[src/rtl/timw_pkg.sv]
// Package for the invariant mass window block: widths, register codes,
// payload and control structs, the sequencer state type and helper functions.
// No dependencies.
package timw_pkg;

  // Field and state widths
  localparam int MOM_W   = 20;
  localparam int PSUM_W  = 23;
  localparam int ESUM_W  = 28;
  localparam int MASS_W  = 23;
  localparam int TMASS_W = 10;

  // Tracks accumulated per candidate; later tracks are dropped
  localparam int MAX_TRACKS = 8;
  localparam int TCNT_W     = $clog2(MAX_TRACKS + 1);

  // Datapath widths
  localparam int MUL_W  = 28;  // multiplier operand, widest is the energy sum
  localparam int PROD_W = 2 * MUL_W;
  localparam int ACC_W  = 46;  // sum of three squared momentum sums
  localparam int RAD_W  = 56;  // root radicand
  localparam int ROOT_W = RAD_W / 2;
  localparam int REM_W  = ROOT_W + 3;
  localparam int ITER_W = $clog2(ROOT_W);

  // Queue between front and back
  localparam int QUEUE_DEPTH = 2;
  localparam int QUEUE_AW    = $clog2(QUEUE_DEPTH);
  localparam int QCNT_W      = $clog2(QUEUE_DEPTH + 1);

  localparam logic [MASS_W-1:0]  MASS_MAX       = '1;
  localparam logic [ESUM_W-1:0]  ESUM_MAX       = '1;
  localparam logic [TMASS_W-1:0] TRACK_MASS_RST = TMASS_W'(139);

  // Configuration port
  localparam int PADDR_W = 4;
  localparam int PDATA_W = 32;
  localparam int REG_W   = 2;
  localparam logic [REG_W-1:0] REG_MASS_LOW   = 2'd0;
  localparam logic [REG_W-1:0] REG_MASS_HIGH  = 2'd1;
  localparam logic [REG_W-1:0] REG_FLAG_MODE  = 2'd2;
  localparam logic [REG_W-1:0] REG_TRACK_MASS = 2'd3;

  typedef struct packed {
    logic signed [MOM_W-1:0] mom_x;
    logic signed [MOM_W-1:0] mom_y;
    logic signed [MOM_W-1:0] mom_z;
    logic                    last_track;
  } track_t;

  typedef struct packed {
    logic [MASS_W-1:0] value;
    logic [MASS_W-1:0] mass;
    logic              in_window;
  } result_t;

  typedef struct packed {
    logic [MASS_W-1:0]  mass_low;
    logic [MASS_W-1:0]  mass_high;
    logic               flag_mode;
    logic [TMASS_W-1:0] track_mass;
  } cfg_t;

  // Queued track with its front-end classification
  typedef struct packed {
    track_t trk;
    logic   accum;  // track is within the per-candidate limit
  } work_t;

  typedef struct packed {
    logic             start;
    logic [RAD_W-1:0] radicand;
  } sqrt_req_t;

  typedef struct packed {
    logic              busy;
    logic              done;
    logic [ROOT_W-1:0] root;
  } sqrt_rsp_t;

  typedef enum logic [2:0] {
    ST_IDLE,
    ST_SQUARE,
    ST_SUM,
    ST_MASS_DIFF,
    ST_ROOT,
    ST_RESULT
  } back_state_t;

  // Magnitude of a track momentum component
  function automatic logic [MOM_W-1:0] abs_mom(input logic [MOM_W-1:0] v);
    logic [MOM_W:0] ext;
    logic [MOM_W:0] neg;
    ext = {v[MOM_W-1], v};
    neg = -ext;
    return v[MOM_W-1] ? neg[MOM_W-1:0] : v;
  endfunction

  // Magnitude of a momentum sum
  function automatic logic [PSUM_W-1:0] abs_psum(input logic [PSUM_W-1:0] v);
    logic [PSUM_W:0] ext;
    logic [PSUM_W:0] neg;
    ext = {v[PSUM_W-1], v};
    neg = -ext;
    return v[PSUM_W-1] ? neg[PSUM_W-1:0] : v;
  endfunction

  // Add a component to a momentum sum, clamping at the sum's limits
  function automatic logic [PSUM_W-1:0] sat_psum(input logic [PSUM_W-1:0] s,
                                                 input logic [MOM_W-1:0]  m);
    logic [PSUM_W:0] t;
    t = {s[PSUM_W-1], s} + {{(PSUM_W + 1 - MOM_W){m[MOM_W-1]}}, m};
    if (t[PSUM_W] != t[PSUM_W-1]) begin
      return t[PSUM_W] ? {1'b1, {(PSUM_W - 1){1'b0}}} : {1'b0, {(PSUM_W - 1){1'b1}}};
    end
    return t[PSUM_W-1:0];
  endfunction

endpackage

[src/rtl/timw_isqrt.sv]
// Iterative integer square root, one result bit per cycle (restoring form).
// Depends on timw_pkg.
module timw_isqrt import timw_pkg::*; (
  input  logic      clk,
  input  logic      rst,
  input  sqrt_req_t req,
  output sqrt_rsp_t rsp
);

  logic              busy;
  logic              done;
  logic [ITER_W-1:0] iter;
  logic [RAD_W-1:0]  rad;
  logic [REM_W-1:0]  rem;
  logic [ROOT_W-1:0] root;

  logic [REM_W-1:0] rem_shift;
  logic [REM_W-1:0] trial;
  logic             fits;

  // Bring down two radicand bits and test the next root bit
  assign rem_shift = {rem[REM_W-3:0], rad[RAD_W-1 -: 2]};
  assign trial     = REM_W'({root, 2'b01});
  assign fits      = rem_shift >= trial;

  // Control
  always_ff @(posedge clk) begin
    if (rst) begin
      busy <= 1'b0;
      done <= 1'b0;
      iter <= '0;
    end else begin
      done <= 1'b0;
      if (busy) begin
        iter <= iter + 1'b1;
        if (iter == ITER_W'(ROOT_W - 1)) begin
          busy <= 1'b0;
          done <= 1'b1;
        end
      end else if (req.start) begin
        busy <= 1'b1;
        iter <= '0;
      end
    end
  end

  // Datapath
  always_ff @(posedge clk) begin
    if (busy) begin
      rad  <= {rad[RAD_W-3:0], 2'b00};
      rem  <= fits ? rem_shift - trial : rem_shift;
      root <= {root[ROOT_W-2:0], fits};
    end else if (req.start) begin
      rad  <= req.radicand;
      rem  <= '0;
      root <= '0;
    end
  end

  assign rsp.busy = busy;
  assign rsp.done = done;
  assign rsp.root = root;

  a_done_idle: assert property (@(posedge clk) disable iff (rst) done |-> !busy)
    else $error("root done while still iterating");

endmodule

[src/rtl/timw_front.sv]
// Front end: accepts tracks, marks those within the per-candidate limit, and
// queues them for the back end. Depends on timw_pkg.
module timw_front import timw_pkg::*; (
  input  logic   clk,
  input  logic   rst,
  input  logic   track_valid,
  output logic   track_ready,
  input  track_t track,
  output logic   work_valid,
  input  logic   work_ready,
  output work_t  work
);

  work_t               slots [QUEUE_DEPTH];
  logic [QUEUE_AW-1:0] wr_ptr;
  logic [QUEUE_AW-1:0] rd_ptr;
  logic [QCNT_W-1:0]   fill;
  logic [TCNT_W-1:0]   track_cnt;

  logic push;
  logic pop;

  assign track_ready = fill != QCNT_W'(QUEUE_DEPTH);
  assign work_valid  = fill != '0;
  assign work        = slots[rd_ptr];
  assign push        = track_valid && track_ready;
  assign pop         = work_valid && work_ready;

  // Count tracks of the open candidate; a last track closes it
  always_ff @(posedge clk) begin
    if (rst) begin
      track_cnt <= '0;
    end else if (push) begin
      if (track.last_track) begin
        track_cnt <= '0;
      end else if (track_cnt < TCNT_W'(MAX_TRACKS)) begin
        track_cnt <= track_cnt + 1'b1;
      end
    end
  end

  // Queue pointers and fill level
  always_ff @(posedge clk) begin
    if (rst) begin
      wr_ptr <= '0;
      rd_ptr <= '0;
      fill   <= '0;
    end else begin
      if (push) wr_ptr <= wr_ptr + 1'b1;
      if (pop)  rd_ptr <= rd_ptr + 1'b1;
      if (push && !pop) begin
        fill <= fill + 1'b1;
      end else if (pop && !push) begin
        fill <= fill - 1'b1;
      end
    end
  end

  // Queue storage
  always_ff @(posedge clk) begin
    if (push) begin
      slots[wr_ptr].trk   <= track;
      slots[wr_ptr].accum <= track_cnt < TCNT_W'(MAX_TRACKS);
    end
  end

  a_cnt_limit: assert property (@(posedge clk) disable iff (rst)
    track_cnt <= TCNT_W'(MAX_TRACKS))
    else $error("track count beyond limit");

  a_fill_limit: assert property (@(posedge clk) disable iff (rst)
    fill <= QCNT_W'(QUEUE_DEPTH))
    else $error("queue overfilled");

endmodule

[src/rtl/timw_back.sv]
// Back end: squares and sums per track, track energy by root, and on the last
// track the candidate mass, window test and result register.
// Depends on timw_pkg and drives one timw_isqrt through its request struct.
module timw_back import timw_pkg::*; (
  input  logic      clk,
  input  logic      rst,
  input  cfg_t      cfg,
  input  logic      work_valid,
  output logic      work_ready,
  input  work_t     work,
  output sqrt_req_t sqrt_req,
  input  sqrt_rsp_t sqrt_rsp,
  output logic      result_valid,
  input  logic      result_ready,
  output result_t   result
);

  back_state_t state;
  back_state_t state_next;

  logic [1:0]        step;
  logic              mass_phase;
  work_t             cur;
  logic [ESUM_W-1:0] energy_sum;
  logic [PSUM_W-1:0] px_sum;
  logic [PSUM_W-1:0] py_sum;
  logic [PSUM_W-1:0] pz_sum;
  logic [PROD_W-1:0] prod;
  logic [ACC_W-1:0]  acc;
  logic [PROD_W-1:0] e2;
  logic [MASS_W-1:0] mass_r;

  logic [MUL_W-1:0]  mul_a;
  logic [PROD_W-1:0] square;
  logic [ACC_W-1:0]  acc_sum;
  logic [RAD_W-1:0]  p_scaled;
  logic              e2_above;
  logic              first_term;
  logic              load_result;
  logic              win;
  logic [ESUM_W:0]   esum_add;
  logic [ROOT_W:0]   rounded;
  logic [ROOT_W-4:0] mass_full;

  // Select the value to square for this step
  always_comb begin
    unique case (step)
      2'd0: mul_a = mass_phase ? MUL_W'(energy_sum) : MUL_W'(abs_mom(cur.trk.mom_x));
      2'd1: mul_a = mass_phase ? MUL_W'(abs_psum(px_sum)) : MUL_W'(abs_mom(cur.trk.mom_y));
      2'd2: mul_a = mass_phase ? MUL_W'(abs_psum(py_sum)) : MUL_W'(abs_mom(cur.trk.mom_z));
      default: mul_a = mass_phase ? MUL_W'(abs_psum(pz_sum)) : MUL_W'(cfg.track_mass);
    endcase
  end

  assign square     = mul_a * mul_a;
  assign acc_sum    = acc + prod[ACC_W-1:0];
  assign p_scaled   = RAD_W'({acc, 8'h00});
  assign e2_above   = e2 > p_scaled;
  // The product from the previous step opens a fresh sum
  assign first_term = mass_phase ? (step == 2'd2) : (step == 2'd1);

  // Energy sum update, clamped at full scale
  assign esum_add  = {1'b0, energy_sum} + (ESUM_W + 1)'(sqrt_rsp.root);
  // Round the mass to MeV, half up
  assign rounded   = {1'b0, sqrt_rsp.root} + (ROOT_W + 1)'(8);
  assign mass_full = rounded[ROOT_W:4];

  assign win = (mass_r > cfg.mass_low) && (mass_r < cfg.mass_high);

  // Next state
  always_comb begin
    state_next = state;
    unique case (state)
      ST_IDLE: begin
        if (work_valid && (work.accum || work.trk.last_track)) state_next = ST_SQUARE;
      end
      ST_SQUARE: begin
        if (step == 2'd3) state_next = ST_SUM;
      end
      ST_SUM: begin
        state_next = mass_phase ? ST_MASS_DIFF : ST_ROOT;
      end
      ST_MASS_DIFF: begin
        state_next = e2_above ? ST_ROOT : ST_RESULT;
      end
      ST_ROOT: begin
        if (sqrt_rsp.done) begin
          if (mass_phase) begin
            state_next = ST_RESULT;
          end else begin
            state_next = cur.trk.last_track ? ST_SQUARE : ST_IDLE;
          end
        end
      end
      ST_RESULT: begin
        if (load_result) state_next = ST_IDLE;
      end
      default: state_next = ST_IDLE;
    endcase
  end

  // Outputs of the sequencer
  always_comb begin
    work_ready        = state == ST_IDLE;
    load_result       = (state == ST_RESULT) && (!result_valid || result_ready);
    sqrt_req.start    = ((state == ST_SUM) && !mass_phase) ||
                        ((state == ST_MASS_DIFF) && e2_above);
    sqrt_req.radicand = mass_phase ? e2 - p_scaled : RAD_W'({acc_sum, 8'h00});
  end

  // Control state and sums
  always_ff @(posedge clk) begin
    if (rst) begin
      state        <= ST_IDLE;
      step         <= '0;
      mass_phase   <= 1'b0;
      energy_sum   <= '0;
      px_sum       <= '0;
      py_sum       <= '0;
      pz_sum       <= '0;
      result_valid <= 1'b0;
    end else begin
      state <= state_next;
      step  <= (state == ST_SQUARE) ? step + 1'b1 : 2'd0;
      if (state == ST_IDLE && work_valid) mass_phase <= !work.accum;
      // Fold the finished track into the candidate sums
      if (state == ST_ROOT && sqrt_rsp.done && !mass_phase) begin
        mass_phase <= 1'b1;
        energy_sum <= esum_add[ESUM_W] ? ESUM_MAX : esum_add[ESUM_W-1:0];
        px_sum     <= sat_psum(px_sum, cur.trk.mom_x);
        py_sum     <= sat_psum(py_sum, cur.trk.mom_y);
        pz_sum     <= sat_psum(pz_sum, cur.trk.mom_z);
      end
      // Hand over the result and open a new candidate
      if (load_result) begin
        result_valid <= 1'b1;
        energy_sum   <= '0;
        px_sum       <= '0;
        py_sum       <= '0;
        pz_sum       <= '0;
      end else if (result_ready) begin
        result_valid <= 1'b0;
      end
    end
  end

  // Datapath registers
  always_ff @(posedge clk) begin
    if (state == ST_IDLE && work_valid) cur <= work;
    if (state == ST_SQUARE) begin
      prod <= square;
      if (step != 2'd0) begin
        if (mass_phase && step == 2'd1) begin
          e2 <= prod;
        end else begin
          acc <= first_term ? prod[ACC_W-1:0] : acc_sum;
        end
      end
    end
    if (state == ST_SUM) acc <= acc_sum;
    if (state == ST_MASS_DIFF && !e2_above) mass_r <= '0;
    if (state == ST_ROOT && sqrt_rsp.done && mass_phase) begin
      mass_r <= (mass_full > (ROOT_W - 3)'(MASS_MAX)) ? MASS_MAX : mass_full[MASS_W-1:0];
    end
    if (load_result) begin
      result.value     <= cfg.flag_mode ? MASS_W'(win) : mass_r;
      result.mass      <= mass_r;
      result.in_window <= win;
    end
  end

  a_start_free: assert property (@(posedge clk) disable iff (rst)
    sqrt_req.start |-> !sqrt_rsp.busy)
    else $error("root started while busy");

  a_result_src: assert property (@(posedge clk) disable iff (rst)
    $rose(result_valid) |-> $past(state == ST_RESULT))
    else $error("result raised outside result state");

  a_idle_quiet: assert property (@(posedge clk) disable iff (rst)
    (state == ST_IDLE) |-> !sqrt_rsp.busy)
    else $error("root unit busy while sequencer idle");

endmodule

[src/rtl/track_invariant_mass_window.sv]
// A track that is not last leaves the queue and is done once its energy root returns;
// a last track also goes through the mass stage and the window test before its result.
// The back end accepts no new track until it is through with the current one, and it
// waits on the 28-iteration square root unit for each root.
// Reset (rst, synchronous) clears sums, queue, result and sets register defaults.
// Top level: configuration registers, front end, back end and root unit.
// Depends on timw_pkg, timw_front, timw_back and timw_isqrt.
module track_invariant_mass_window import timw_pkg::*; (
  input  logic               clk,
  input  logic               rst,
  input  logic               track_valid,
  output logic               track_ready,
  input  track_t             track,
  output logic               result_valid,
  input  logic               result_ready,
  output result_t            result,
  input  logic               psel,
  input  logic               penable,
  input  logic               pwrite,
  input  logic [PADDR_W-1:0] paddr,
  input  logic [PDATA_W-1:0] pwdata,
  output logic [PDATA_W-1:0] prdata,
  output logic               pready
);

  cfg_t      cfg;
  logic      work_valid;
  logic      work_ready;
  work_t     work;
  sqrt_req_t sqrt_req;
  sqrt_rsp_t sqrt_rsp;
  logic      cfg_write;
  logic [REG_W-1:0] reg_sel;

  assign pready    = 1'b1;
  assign cfg_write = psel && penable && pwrite && pready;
  assign reg_sel   = paddr[PADDR_W-1:2];

  // Register writes
  always_ff @(posedge clk) begin
    if (rst) begin
      cfg.mass_low   <= '0;
      cfg.mass_high  <= MASS_MAX;
      cfg.flag_mode  <= 1'b0;
      cfg.track_mass <= TRACK_MASS_RST;
    end else if (cfg_write) begin
      unique case (reg_sel)
        REG_MASS_LOW:   cfg.mass_low   <= pwdata[MASS_W-1:0];
        REG_MASS_HIGH:  cfg.mass_high  <= pwdata[MASS_W-1:0];
        REG_FLAG_MODE:  cfg.flag_mode  <= pwdata[0];
        REG_TRACK_MASS: cfg.track_mass <= pwdata[TMASS_W-1:0];
        default: ;
      endcase
    end
  end

  // Register reads
  always_comb begin
    unique case (reg_sel)
      REG_MASS_LOW:   prdata = PDATA_W'(cfg.mass_low);
      REG_MASS_HIGH:  prdata = PDATA_W'(cfg.mass_high);
      REG_FLAG_MODE:  prdata = PDATA_W'(cfg.flag_mode);
      REG_TRACK_MASS: prdata = PDATA_W'(cfg.track_mass);
      default:        prdata = '0;
    endcase
  end

  timw_front u_front (
    .clk         (clk),
    .rst         (rst),
    .track_valid (track_valid),
    .track_ready (track_ready),
    .track       (track),
    .work_valid  (work_valid),
    .work_ready  (work_ready),
    .work        (work)
  );

  timw_back u_back (
    .clk          (clk),
    .rst          (rst),
    .cfg          (cfg),
    .work_valid   (work_valid),
    .work_ready   (work_ready),
    .work         (work),
    .sqrt_req     (sqrt_req),
    .sqrt_rsp     (sqrt_rsp),
    .result_valid (result_valid),
    .result_ready (result_ready),
    .result       (result)
  );

  timw_isqrt u_isqrt (
    .clk (clk),
    .rst (rst),
    .req (sqrt_req),
    .rsp (sqrt_rsp)
  );

endmodule
[config.mk]
export PLATFORM = sky130hd
export DESIGN_NAME = track_invariant_mass_window
export DESIGN_NICKNAME = d
export VERILOG_FILES = /design/src/rtl/timw_pkg.sv /design/src/rtl/timw_isqrt.sv /design/src/rtl/timw_front.sv /design/src/rtl/timw_back.sv /design/src/rtl/track_invariant_mass_window.sv
export SDC_FILE = /design/constraint.sdc
export NUM_CORES = 2
export LEC_CHECK = 0
export ABC_AREA = 1
export BUFFER_PORTS_ARGS = -buffer_cell sky130_fd_sc_hd__buf_4
export CORE_MARGIN = 4
export CORE_UTILIZATION = 50
export CTS_CLUSTER_SIZE = 40
export DETAILED_ROUTE_END_ITERATION = 10
export HOLD_SLACK_MARGIN = 0.1
export PLACE_DENSITY = 0.7
export SYNTH_ARGS = -nofsm -noshare
export SYNTH_HDL_FRONTEND = slang
export SYNTH_SLANG_ARGS = --single-unit
[constraint.sdc]
create_clock -name clk -period 7.4 [get_ports clk]
set_input_delay 0.74 -clock clk [delete_from_list [all_inputs] [get_ports clk]]
set_output_delay 0.74 -clock clk [all_outputs]
set_load 0.05 [all_outputs]
; Word level (Yosys, flattened, before mapping)
; Memory sizes are Yosys's and may differ from the RTL's. A register that Yosys moved wholly into a read port is not among the register bits.
; Index checks and enable logic that the tools add are counted.
[word_totals]
output_inout_bits = 82
ram_bits = 124
mem_count = 1
register_bits = 578
[op_classes]
n_bitwise = 2
n_mux = 76
magnitude_cmp = 6
reduce_logical = 49
mul = 1
addsub = 21
n_eq_ne = 21
[mem_list]
columns = memory, words, word_bits, rd, rd_clocked_by_memory_dff, write_ports, line
row1 = u_front.slots, 2, 62, 1, 1, 1, timw_front.sv:14  ; work_t slots [QUEUE_DEPTH];
[op_table]
columns = cell, count
row1 = two-way mux 23 bit, 18
row2 = two-way mux 46 bit, 5
row3 = two-way mux 56 bit, 3
row4 = one-hot mux 32 bit (4 select lines), 1
row5 = two-way mux 28 bit, 4
row6 = two-way mux 29 bit, 3
row7 = one-hot mux 28 bit (3 select lines), 1
row8 = adder 23 x 20 -> 24 bit, 3
row9 = negation 23 bit, 3
row10 = two-way mux 20 bit, 3
row11 = negation 20 bit, 3
row12 = > comparator 56 x 54 -> 1 bit, 1
row13 = multiplier 28 x 28 -> 56 bit, 1
row14 = subtractor 56 x 54 -> 56 bit, 1
row15 = adder 46 bit, 1
row16 = greater-or-equal comparator 31 x 30 -> 1 bit, 1
row17 = adder 28 x 28 -> 29 bit, 1
row18 = "adder 28 x 4 -> 29 bit, second input constant", 1
row19 = subtractor 29 bit, 1
row20 = "> comparator 25 x 23 -> 1 bit, second input constant", 1
row21 = two-way mux 1 bit, 25
row22 = > comparator 23 bit, 1
row23 = less-than comparator 23 bit, 1
row24 = nonzero test 2 bit, 10
row25 = other kinds (30), 83

; Longest topological paths before layout
[logic_depth]
word_depth = 7
ltp_mapped = 43

; Hierarchy
; A second synthesis with hierarchy kept.
[unflattened]
cells_unflattened = 9185
hier_area_um2 = 71433.5
[modules_own_cells]
columns = mod, area_each_um2, seq_area_each_um2, cells_per_inst, n_inst
row1 = timw_back, 55929.9, 10700.3, 7494, 1
row2 = timw_isqrt, 7652.3, 3513.4, 1043, 1
row3 = timw_front, 5226.3, 3903.7, 260, 1
row4 = track_invariant_mass_window, 2625.0, 1141.1, 388, 1

; Least setup slack after synthesis
; Ideal clock, no wire load.
[synth_timing]
path_type = register to register
from = register u_back.cur[3] in the netlist's numbering
to = register u_back.prod[47] (data pin)
t_arrival_ps = 7238
setup_time_ps = 262
required_ps = 7138
stages_incl_launch_ff = 35
path_buffers = 1
slack_ps = -101
cell_sequence = edfxtp_1 -> inv_1 -> ha_1 -> nand3_1 -> nor2_2 -> nand2_1 -> o21ai_2 -> nand3_1 -> nand2_1 -> nand3_1 -> nand2_1 -> nand4_4 -> nand2_4 -> buf_6 -> nor2_2 -> fa_1 -> inv_1 -> fa_1 -> inv_1 -> fa_1 -> fa_1 -> fa_1 -> fa_1 -> inv_1 -> fa_1 -> inv_1 -> ha_1 -> nand2_1 -> nor2_1 -> inv_1 -> nor4_1 -> nand3_1 -> nand3_1 -> a21oi_1 -> xor2_1
[synth_via]
elab_chain_cells = 5
[synth_rtl]
columns = item, line
row1 = "start, declared", timw_back.sv:23  ; work_t cur;
row2 = "start signal, assigned", timw_back.sv:149  ; if (state == ST_IDLE && work_valid) cur <= work;
row3 = negation 20 bit, timw_pkg.sv:95  ; neg = -ext;
row4 = two-way mux 20 bit *, timw_pkg.sv:96  ; return v[MOM_W-1] ? neg[MOM_W-1:0] : v;
row5 = two-way mux 23 bit *, timw_back.sv:50  ; 2'd2: mul_a = mass_phase ? MUL_W'(abs_psum(py_sum)) : MUL_W'(abs_mom(cur.trk.mom_z));
row6 = one-hot mux 28 bit (3 select lines) *, timw_back.sv:47  ; unique case (step)
row7 = multiplier 28 x 28 -> 56 bit *, timw_back.sv:55  ; assign square = mul_a * mul_a;
row8 = named net u_back.square[47], timw_back.sv:34  ; logic [PROD_W-1:0] square;
row9 = "end signal, assigned", timw_back.sv:151  ; prod <= square;
row10 = "end, declared", timw_back.sv:28  ; logic [PROD_W-1:0] prod;
; Mark *: on every way through the listed nets, which the timed path passes. The rest lies on a longest branch.
; A chain may end at the register's enable or synchronous reset.

; Final worst setup path
[layout_timing]
from = register u_back.cur[45] in the netlist's numbering
to = register u_back.prod[41] (data pin)
[layout_via]
elab_chain_cells = 5
[layout_rtl]
columns = item, line
row1 = negation 20 bit, timw_pkg.sv:95
row2 = two-way mux 20 bit *, timw_pkg.sv:96
row3 = two-way mux 28 bit *, timw_back.sv:48  ; 2'd0: mul_a = mass_phase ? MUL_W'(energy_sum) : MUL_W'(abs_mom(cur.trk.mom_x));
row4 = one-hot mux 28 bit (3 select lines) *, timw_back.sv:47
row5 = multiplier 28 x 28 -> 56 bit *, timw_back.sv:55
row6 = named net u_back.square[41], timw_back.sv:34
; Marks and branches as above.

==> impl_metrics.json <==
{
  "period_share_pct": 107,
  "post-dp-hpwl_um": 200000,
  "synth_adder_area_share_pct": 26.0,
  "ctsHtreeMaxLevel": 3,
  "area_fraction_in_and_or_nand_and_nor_cells_after_synthesis_pct": 22.4,
  "violations": "negative setup slack",
  "cp_max_fo": 7,
  "cts.sinks": 700,
  "synth_flop_cell": "sky130_fd_sc_hd__edfxtp_1",
  "rsz_0062_raised_after_global_routing": "yes",
  "timing.critical_path.to_type": "register",
  "cpMaxStageDelayCell": "sky130_fd_sc_hd__fa_1",
  "drive_gt1_share_pct": 21.6,
  "number_of_setup_violations_in_the_final_report": 42,
  "die_area_sq_um": 147000,
  "clk_transition_reported_paths_ps": 70,
  "final_hold_violations": 0,
  "detail-route-antenna-nets": 0,
  "synth_sequential_area_ratio_pct": 27.3,
  "synth.ff_latch_count": 700,
  "drt_wl_total_um": 251000,
  "overflow": 0,
  "sequential_cell_area_sq_um": 19300,
  "synth_xor_area_share_pct": 2.36,
  "max-slew-margin-rel_pct": 22.8,
  "max_cap_viol_count": 0,
  "number_of_enable_flip_flop_cells_after_synthesis": 522,
  "die_x_extent_um": 383,
  "core_region_area_sq_um": 140000,
  "area_used_by_multi_input_combinational_logic_sq_um": 46800,
  "final.setup.worst_slack_ps": -536,
  "finalWeightedCongestion": 1.01,
  "drc": 0,
  "grt_util_all_layers_pct": 33.0,
  "post_synth_num_cell_types": 69,
  "die-height_um": 383,
  "status": "finished, violations left",
  "cp-start-kind": "register",
  "n_antenna_cell": 0,
  "core_rows": 137,
  "critical-path-max-stage-delay_ps": 560,
  "syn_area_per_cell_sq_um": 7.74,
  "tritoncts.num_buffers": 79,
  "syn_inst": 9096,
  "setup.worst_path.class": "register to register",
  "grt_pass1_wl_um": 376000,
  "cts_tree": "built",
  "worst_skew_pair.late_latency_ps": 720,
  "ctsRootBufferMaster": "sky130_fd_sc_hd__clkbuf_16",
  "grt_pass1_vias": 65600,
  "synth_compound_area_share_pct": 9.82,
  "drt-pass1-iter-count": 6,
  "totalNegativeSetupSlack_ps": -16140,
  "grt_start_max_net_pins": 76,
  "finClkSkew_ps": 55.4,
  "muxShareOfSynthArea_pct": 0.988,
  "io_buffers": 164,
  "post-route-util_pct": 62.8,
  "critPathArrivalTime_ps": 8370,
  "flow.area_growth_from_synthesis_pct": 24.5,
  "grt_antenna_before_repair": 1,
  "peak_freq_mhz": 126,
  "initial_utilization_pct": 50.4,
  "hold_path.class": "primary input to register",
  "top_level_ports": 186,
  "timing.critical_path.mode_cell": "sky130_fd_sc_hd__fa_1",
  "via_count": 66400,
  "synth_top_family_by_area": "adder cells",
  "cts_max_path_buffers": 3,
  "timing.final.max_slew_violations": 0,
  "worstPathRequired_ps": 7840,
  "synth-async-reset-ratio_pct": 0,
  "fillers": 12100,
  "worst_pin_slew_ps": 1160,
  "viasPerCell": 5.50,
  "mappedNetlistArea_sq_um": 70400,
  "number_of_drc_violations_after_detailed_routing_iteration_0": 6199,
  "nNetsFinal": 11300,
  "drt-wirelength-per-cell_um": 20.8,
  "yosys_warnings": 0,
  "cts_hold_repair.buffers": 0,
  "finalCriticalPeriod_ps": 7940
}
[state kept, by name (all words and copies together) (netlist names), 2 cells and up, named ones only]
register / count
u_back.step: 2
u_isqrt.rem: 29
u_front.fill: 2
u_isqrt.iter: 5
u_back.py_sum: 23
u_isqrt.root: 28
u_back.mass_r: 23
cfg: 57
u_back.pz_sum: 23
u_back.px_sum: 23
u_back.e2: 55
u_isqrt.rad: 55
u_back.prod: 55
u_front.track_cnt: 4
u_back.cur: 61
u_back.state: 3
u_back.energy_sum: 28
u_front.slots: 124
u_back.acc: 46
u_back.result: 47
[cells in the final DEF (no fill, tap or decap), types with 24 or more instances in the layout]
cell                           n
sky130_fd_sc_hd__a21oi_1     460
sky130_fd_sc_hd__xor2_1      119
sky130_fd_sc_hd__fa_2         48
sky130_fd_sc_hd__a21oi_2      30
sky130_fd_sc_hd__o21ai_2      24
sky130_fd_sc_hd__xnor2_1      57
sky130_fd_sc_hd__o21ai_1      40
sky130_fd_sc_hd__nor2_4       99
sky130_fd_sc_hd__o21ai_0     448
sky130_fd_sc_hd__nand2_1    1799
sky130_fd_sc_hd__edfxtp_1    522
sky130_fd_sc_hd__o21bai_1     35
sky130_fd_sc_hd__nand3_2      68
sky130_fd_sc_hd__inv_1      1643
sky130_fd_sc_hd__o211ai_1     40
sky130_fd_sc_hd__a31oi_1      27
sky130_fd_sc_hd__inv_2       123
sky130_fd_sc_hd__a21o_1       25
sky130_fd_sc_hd__nor2_1      742
sky130_fd_sc_hd__nor3_1       80
sky130_fd_sc_hd__dfxtp_1     171
sky130_fd_sc_hd__mux2_2       60
sky130_fd_sc_hd__fa_1        562
sky130_fd_sc_hd__ha_4         36
sky130_fd_sc_hd__nand4_1     127
sky130_fd_sc_hd__buf_12       52
sky130_fd_sc_hd__nand2_2     112
sky130_fd_sc_hd__nor2_2       96
sky130_fd_sc_hd__clkbuf_16    86
sky130_fd_sc_hd__ha_1        446
sky130_fd_sc_hd__buf_6        52
sky130_fd_sc_hd__nand2_4      38
sky130_fd_sc_hd__nand3b_1     35
sky130_fd_sc_hd__buf_4      1070
sky130_fd_sc_hd__nand3_1     450
[routing by layer]
layer | up-vias | wire, um | track usage, %
met3 | 565 | 21000 | 5.46
met2 | 2813 | 115000 | 53.3
li1 | 31200 | - | -
met4 | 0 | 11900 | 12.2
met5 | - | 0 | 0
met1 | 31900 | 104000 | 44.8
[synthesized netlist by cell type (104+ instances only)]
library cell	number	area share [%]
sky130_fd_sc_hd__a21oi_1	507	3.6
sky130_fd_sc_hd__clkbuf_1	104	0.55
sky130_fd_sc_hd__dfxtp_1	178	5.1
sky130_fd_sc_hd__edfxtp_1	522	22
sky130_fd_sc_hd__fa_1	610	17
sky130_fd_sc_hd__ha_1	487	8.6
sky130_fd_sc_hd__inv_1	1765	9.4
sky130_fd_sc_hd__nand2_1	1940	10
sky130_fd_sc_hd__nand3_1	522	3.7
sky130_fd_sc_hd__nand4_1	127	1.1
sky130_fd_sc_hd__nor2_1	903	4.8
sky130_fd_sc_hd__o21ai_0	500	3.6
sky130_fd_sc_hd__xor2_1	132	1.6
[cells by family (layout without fill, tap and decap cells)]
family,Yosys count,after routing
flops,700,700
other cells,2,10
xor+xnor,190,190
fa+ha+maj,1097,1097
simple gates,3751,3751
compound gates,1263,1263
buf+inv,2031,3131
mux,62,62
[path summary, 6_finish.rpt]
check                                      from              endpoint  slack (ps)  cells after the start
worst max-delay path             u_back.cur[45]       u_back.prod[41]        -540                     34
worst min-delay path                  track[49]  u_front.slots[0][50]         220                      1
worst min register to register  u_back.prod[46]         u_back.e2[46]         400                      0
worst max register to register   u_back.cur[45]       u_back.prod[41]        -540                     34
[worst max-delay path, delay by kind of cell, from the launching register on]
family,cells,cell delay (ps)
AOI/OAI and AO/OA,3,600
xor gates and xnor gates,1,170
adders and majority gates,8,3840
buffers and inverters,9,1050
DFF,1,420
and+or+nand+nor,13,1530
[per-stage QoR]
stage          hold slack [ps]  cell area [sq um]  worst slack (ps)  instances
6_report                   221              87700              -536      12100
3_3_place_gp               404              80300             -1080      11800
5_1_grt                    196              87700              -765      12100
4_1_cts                    174              84700              -453      12000
2_1_floorplan              400              70500             -27.8       9104
3_5_place_dp               410              80300             -1110      11800
[layout make-up]
class                      instances  area share, %
sequential                       700           22.0
clock inverter                    49          0.569
timing repair buffer            1187           11.3
multi-input combinational       6373           53.3
clock buffer                      97           2.39
tap                             1876           2.68
inverter                        1798           7.78
[timing repair]
item | 4_1_cts | 5_1_grt
setup endpoints to repair | 45 | 46
setup buffers | 40 | 81
resized for setup | 408 | 649
cloned | 1 | 5
pin swaps | 118 | 225
Power is not shown: default switching activity piles up to over one toggle a cycle in this logic, so the estimate is an artifact.
